===== src/rtl/core/bdq_pkg.sv =====
// Shared codes and types for the bounded deque with search.
`timescale 1ns / 1ps
package bdq_pkg;

  localparam int unsigned DATA_W = 32;

  localparam logic [2:0] ACT_INS_FRONT = 3'd0;
  localparam logic [2:0] ACT_INS_BACK  = 3'd1;
  localparam logic [2:0] ACT_DEL_FRONT = 3'd2;
  localparam logic [2:0] ACT_DEL_BACK  = 3'd3;
  localparam logic [2:0] ACT_SEARCH    = 3'd4;

  localparam logic [1:0] ST_DONE  = 2'd0;
  localparam logic [1:0] ST_FULL  = 2'd1;
  localparam logic [1:0] ST_EMPTY = 2'd2;

  typedef struct packed {
    logic shift_back;
    logic load_tail;
    logic shift_front;
    logic search_load;
    logic scan_shift;
  } cell_ctrl_t;

endpackage


===== src/rtl/core/bounded_deque_with_search.sv =====
// Top level of the bounded double-ended queue with search, built as a chain of cells.
//
// Channel   Direction  Handshake                    Payload
// command   in         start_i high, busy_o low     action_i, item_value_i
// result    out        done_o high for one cycle    status_o, found_o, match_position_o,
//                                                   entry_count_o, front_value_o, front_valid_o
//
// Inserts and front deletes update the cells at the accepting edge, back deletes only
// the count and unused codes nothing; each shows its result in the following cycle and
// a new transaction may be started in that cycle. A search registers a match flag in
// every cell, then shifts the flags towards the front one cell a cycle until the first
// match reaches the front cell or no flag is set; busy_o is high meanwhile.
// Reset empties the deque; the receiver cannot stall results.
`timescale 1ns / 1ps
module bounded_deque_with_search #(
  parameter int unsigned DEPTH = 16
) (
  input  logic               clk_i,
  input  logic               rst_ni,
  input  logic               start_i,
  output logic               busy_o,
  input  logic [2:0]         action_i,
  input  logic signed [31:0] item_value_i,
  output logic               done_o,
  output logic [1:0]         status_o,
  output logic               found_o,
  output logic [3:0]         match_position_o,
  output logic [4:0]         entry_count_o,
  output logic signed [31:0] front_value_o,
  output logic               front_valid_o
);
  import bdq_pkg::*;

  localparam int unsigned CntW = $clog2(DEPTH + 1);
  localparam int unsigned IdxW = $clog2(DEPTH);

  localparam logic S_IDLE = 1'b0;
  localparam logic S_SCAN = 1'b1;

  logic              state_q, state_d;
  logic [CntW-1:0]   count_q, count_d;
  logic [IdxW-1:0]   pos_q, pos_d;
  logic [1:0]        status_q, status_d;
  logic              found_q, found_d;
  logic              done_q, done_d;
  cell_ctrl_t        ctrl;
  logic              accept;
  logic              full, empty;
  logic [DATA_W-1:0] cell_value [DEPTH];
  logic [DEPTH-1:0]  cell_match;
  logic [31:0]       pos_ext, count_ext;

  assign full   = (count_q == CntW'(DEPTH));
  assign empty  = (count_q == '0);
  assign accept = start_i && (state_q == S_IDLE);

  always_comb begin
    state_d  = state_q;
    count_d  = count_q;
    pos_d    = pos_q;
    status_d = ST_DONE;
    found_d  = 1'b0;
    done_d   = 1'b0;
    ctrl     = '0;
    case (state_q)
      S_IDLE: begin
        if (accept) begin
          done_d = 1'b1;
          pos_d  = '0;
          case (action_i)
            ACT_INS_FRONT: begin
              if (full) begin
                status_d = ST_FULL;
              end else begin
                ctrl.shift_back = 1'b1;
                count_d         = count_q + CntW'(1);
              end
            end
            ACT_INS_BACK: begin
              if (full) begin
                status_d = ST_FULL;
              end else begin
                ctrl.load_tail = 1'b1;
                count_d        = count_q + CntW'(1);
              end
            end
            ACT_DEL_FRONT: begin
              if (empty) begin
                status_d = ST_EMPTY;
              end else begin
                ctrl.shift_front = 1'b1;
                count_d          = count_q - CntW'(1);
              end
            end
            ACT_DEL_BACK: begin
              if (empty) begin
                status_d = ST_EMPTY;
              end else begin
                count_d = count_q - CntW'(1);
              end
            end
            ACT_SEARCH: begin
              ctrl.search_load = 1'b1;
              done_d           = 1'b0;
              state_d          = S_SCAN;
            end
            default: begin
            end
          endcase
        end
      end
      S_SCAN: begin
        if (cell_match[0]) begin
          found_d = 1'b1;
          done_d  = 1'b1;
          state_d = S_IDLE;
        end else if (cell_match == '0) begin
          pos_d   = '0;
          done_d  = 1'b1;
          state_d = S_IDLE;
        end else begin
          ctrl.scan_shift = 1'b1;
          pos_d           = pos_q + IdxW'(1);
        end
      end
      default: begin
        state_d = S_IDLE;
      end
    endcase
  end

  always_ff @(posedge clk_i or negedge rst_ni) begin
    if (!rst_ni) begin
      state_q  <= S_IDLE;
      count_q  <= '0;
      pos_q    <= '0;
      status_q <= ST_DONE;
      found_q  <= 1'b0;
      done_q   <= 1'b0;
    end else begin
      state_q  <= state_d;
      count_q  <= count_d;
      pos_q    <= pos_d;
      status_q <= status_d;
      found_q  <= found_d;
      done_q   <= done_d;
    end
  end

  for (genvar i = 0; i < DEPTH; i++) begin : g_cell
    logic [DATA_W-1:0] front_side;
    logic [DATA_W-1:0] back_side;
    logic              back_match;

    if (i == 0) begin : g_head
      assign front_side = item_value_i;
    end else begin : g_body
      assign front_side = cell_value[i-1];
    end

    if (i == DEPTH - 1) begin : g_tail
      assign back_side  = '0;
      assign back_match = 1'b0;
    end else begin : g_inner
      assign back_side  = cell_value[i+1];
      assign back_match = cell_match[i+1];
    end

    bdq_cell u_cell (
      .clk_i        (clk_i),
      .rst_ni       (rst_ni),
      .ctrl_i       (ctrl),
      .item_i       (item_value_i),
      .front_side_i (front_side),
      .back_side_i  (back_side),
      .back_match_i (back_match),
      .occupied_i   (CntW'(i) < count_q),
      .write_here_i (CntW'(i) == count_q),
      .value_o      (cell_value[i]),
      .match_o      (cell_match[i])
    );
  end

  assign pos_ext   = 32'(pos_q);
  assign count_ext = 32'(count_q);

  assign busy_o           = (state_q == S_SCAN);
  assign done_o           = done_q;
  assign status_o         = status_q;
  assign found_o          = found_q;
  assign match_position_o = pos_ext[3:0];
  assign entry_count_o    = count_ext[4:0];
  assign front_valid_o    = !empty;
  assign front_value_o    = empty ? '0 : cell_value[0];

endmodule


===== src/rtl/core/bdq_cell.sv =====
// One storage cell of the deque chain, holding a word and a search match flag.
`timescale 1ns / 1ps
module bdq_cell (
  input  logic                          clk_i,
  input  logic                          rst_ni,
  input  bdq_pkg::cell_ctrl_t           ctrl_i,
  input  logic [bdq_pkg::DATA_W-1:0]    item_i,
  input  logic [bdq_pkg::DATA_W-1:0]    front_side_i,
  input  logic [bdq_pkg::DATA_W-1:0]    back_side_i,
  input  logic                          back_match_i,
  input  logic                          occupied_i,
  input  logic                          write_here_i,
  output logic [bdq_pkg::DATA_W-1:0]    value_o,
  output logic                          match_o
);
  import bdq_pkg::*;

  logic [DATA_W-1:0] value_q, value_d;
  logic              match_q, match_d;

  always_comb begin
    value_d = value_q;
    if (ctrl_i.shift_back) begin
      value_d = front_side_i;
    end else if (ctrl_i.shift_front) begin
      value_d = back_side_i;
    end else if (ctrl_i.load_tail && write_here_i) begin
      value_d = item_i;
    end
  end

  always_comb begin
    match_d = match_q;
    if (ctrl_i.search_load) begin
      match_d = occupied_i && (value_q == item_i);
    end else if (ctrl_i.scan_shift) begin
      match_d = back_match_i;
    end
  end

  always_ff @(posedge clk_i) begin
    value_q <= value_d;
  end

  always_ff @(posedge clk_i or negedge rst_ni) begin
    if (!rst_ni) begin
      match_q <= 1'b0;
    end else begin
      match_q <= match_d;
    end
  end

  assign value_o = value_q;
  assign match_o = match_q;

endmodule


===== config.mk =====
export PLATFORM = sky130hd
export DESIGN_NAME = bounded_deque_with_search
export DESIGN_NICKNAME = d
export VERILOG_FILES = /design/src/rtl/core/bdq_pkg.sv /design/src/rtl/core/bounded_deque_with_search.sv /design/src/rtl/core/bdq_cell.sv
export SDC_FILE = /design/constraint.sdc
export NUM_CORES = 1
export LEC_CHECK = 0
export BUFFER_PORTS_ARGS = -buffer_cell sky130_fd_sc_hd__buf_2
export CORE_MARGIN = 4
export CORE_UTILIZATION = 66
export CTS_BUF_LIST = sky130_fd_sc_hd__clkbuf_16
export DETAILED_ROUTE_END_ITERATION = 10
export GPL_ROUTABILITY_DRIVEN = 0
export PLACE_DENSITY = 0.84
export REMOVE_ABC_BUFFERS = 1
export SYNTH_ARGS = -nofsm -noshare
export SYNTH_HDL_FRONTEND = slang
export SYNTH_SLANG_ARGS = --single-unit

===== constraint.sdc =====
create_clock -name clk_i -period 11.1 [get_ports clk_i]
set_input_delay 1.11 -clock clk_i [delete_from_list [all_inputs] [get_ports clk_i]]
set_output_delay 1.11 -clock clk_i [all_outputs]
set_load 0.005 [all_outputs]

==> metrics.txt <==
Area contributors post-synth edfxtp_1, a221o_1, xnor2_1, xor2_1, dfrtp_1; minimum clock period 5.03 ns; Synth Instances 2264; die area 0.0480 mm^2; top-count cell post-synth edfxtp_1; Slew HR 0.168; ant diodes 0; DRC Markers 0; via count 22316; CTS hold repair buffers 0; CP max stage cell and3_4; hold path cells 2; GR Overflow Total 0; first-pass GRT wire length around 140000 um; CTS tree built; initial core utilization 0.667; Seq/Total Area, Yosys 0.548; Worst EP arrival 5.39 ns; Max Slew Vio Count 0; R2R depth 8; Syn Std Cell Area 0.0294 mm^2; run status finished, final reports clean; slowest stage delay, CP 0.91 ns; Synth top area share 0.522; Nets 2252; Ys Warns 0; Setup Buffers After CTS 0; Final Setup Violations 0; Worst-Skew Late Latency 0.63 ns; initial DRC count 4919; Die X 219 um; layout cell share with drive strength beyond 1 0.116; Routed Antenna Nets 0; Inserted Clock Buffers 55; I/O pins 85; DP HPWL 65700 um; WP buf/inv 3; cell family with most CP delay buffers and inverters; WL final between 90000 and 100000 um; worst slew pin tran 1.24 ns; RSZ-0062 raised after global routing false; GRT Total Usage 0.381; Final Hold Fails 0; P&R area growth vs syn 7.16%; Core Area 0.0441 mm^2; post-cts gate resize count 0; total negative slack 0 ns; # port buffers 84; worst-path cell chain inv_1, ha_1, nand4bb_1, and3_4, buf_4, buf_4, nor2_2, a221o_1; Worst VDD drop 123 uV; Clock Sinks 542; Synth top cells by count edfxtp_1, a221o_1, xnor2_1; highest clock rate 199 MHz; HP Class reg2reg; Data required, critical path 11.46 ns; Max-Cap Viols 0; Setup crit end kind register; distinct cell type count after synthesis 51; Tcrit/Tclk final 0.453; DRT Pass-1 Iters 8; register bit total from synthesis 542; Cell Pwr Density approximately 170 mW/mm^2; Worst Skew about 0.018 ns; Mapped Avg Cell Area 13.0 um^2; Vias/cell about 8; CTS max path bufs 3; H-tree Lvls 2; crit path max fanout 87; Synth area leader edfxtp_1; initial antenna violation count 0; Avg WL per Cell 32.9 um; Most common cell on crit path buf_4; clk slew on worst S/H paths 0.06 ns; CP Launch Type register; row cnt 77; FFs w/ async S/R, synth 0.0554; Post-synth EDFFs a little over 500; vias in the first global route 20420; critical path depth 8; Setup CP Type reg2reg; Primary FF master, synth edfxtp_1; Die H 219 um; pin count of the biggest net entering global routing approximately 230; Leak 10.6 nW; Root Driver clkbuf_16; Tot Pwr 5.35 mW
state kept, by name (all words and copies together), names as in the netlist:
register               cells
g_cell.u_cell.match_o     16
g_cell.u_cell.value_o    512
done_o                     1
busy_o                     1
found_o                    1
match_position_o           4
status_o                   2
entry_count_o              5
through the flow:
step	setup WS, ns	cells	utilization	area (um^2)	hold WS, ns
after floorplan	-24.00	2037	-	28300	0.471
after global placement	6.18	2743	0.677	29900	0.508
after detailed placement	5.98	2743	0.677	29900	0.531
after CTS	6.33	2841	0.715	31500	0.543
after global routing	5.92	2841	0.715	31500	0.556
final	6.07	2841	0.715	31500	0.550
report_power, final:
group | leakage (nW) | switching, mW | internal, mW
clock network | 0.889 | 0.794 | 0.988
logic | 4.61 | 0.608 | 0.337
registers | 5.07 | 0.183 | 2.44
kinds of logic after synthesis:
group | Yosys count | share of synthesized area
multiplexers | 6 | 0.00204
AO/OA/AOI/OAI | 545 | 0.174
XOR/XNOR | 518 | 0.154
adder cells (fa/ha/maj) | 6 | 0.00255
AND/OR/NAND/NOR | 414 | 0.0791
buffers and inverters | 233 | 0.0398
flip-flops | 542 | 0.548
per-layer routing:
| metal | up-vias | routed length [um] | GRT usage |
|---|---|---|---|
| met5 | - | 0 | 0 |
| li1 | 8926 | - | - |
| met1 | 10742 | 31600 | 0.527 |
| met3 | 356 | 12600 | 0.0534 |
| met4 | 0 | 9180 | 0.296 |
| met2 | 2292 | 40000 | 0.544 |
area by class of cell:
class / count / area, um^2
Sequential cell: 542 / 16100
Fill cell: 2928 / 12600
Multi-Input combinational cell: 1489 / 12300
Clock buffer: 57 / 1430
Tap cell: 592 / 741
Timing Repair Buffer: 114 / 658
Clock inverter: 41 / 251
Inverter: 6 / 22.5
placed cells by master, fill, tap and decap left out, types with 4 or more instances in the layout:
cell type  Yosys  layout
nand2_2       30      30
o21ai_4        0       9
ha_1           6       6
o21ai_0       27      18
edfxtp_1     512     512
inv_1          6      25
nor2_2        30      31
xor2_1       167     167
buf_2         33      84
clkinv_2       0       4
a21oi_1       12      12
nand4_1      102     102
nor4_1        59      59
a221o_1      448     448
xnor2_1      351     351
nor2b_1       35      35
clkinv_1       0      12
a21o_1        32      32
dfrtp_1       30      30
buf_4          2      29
nand2_1       85      85
nand3_1       12      12
o31ai_4        0       4
nor3_1        11      10
mux2i_1        6       6
nand2b_1       5       5
clkbuf_16      0      57
nor2_1        25      24
or4_1          7       7
worst register-to-register path: stages (launching register included):
cell and delay [ns]:
dfrtp_1 0.68, inv_1 0.25, ha_1 0.30, nand4bb_1 0.19, and3_4 0.91, buf_4 0.76
buf_4 0.91, nor2_2 0.39, a221o_1 0.38
final timing paths:
check / to / start / slack, ns
min in group asynchronous: g_cell[0].u_cell.match_o / rst_ni / 0.60
max in group asynchronous: done_o / rst_ni / 9.93
worst min-delay path: g_cell[13].u_cell.match_o / g_cell[13].u_cell.match_o / 0.55
worst min register to register: g_cell[13].u_cell.match_o / g_cell[13].u_cell.match_o / 0.55
worst max register to register: g_cell[13].u_cell.value_o[28] / entry_count_o[1] / 6.07
worst max-delay path: g_cell[13].u_cell.value_o[28] / entry_count_o[1] / 6.07
Power figures use the tool's default switching activity.
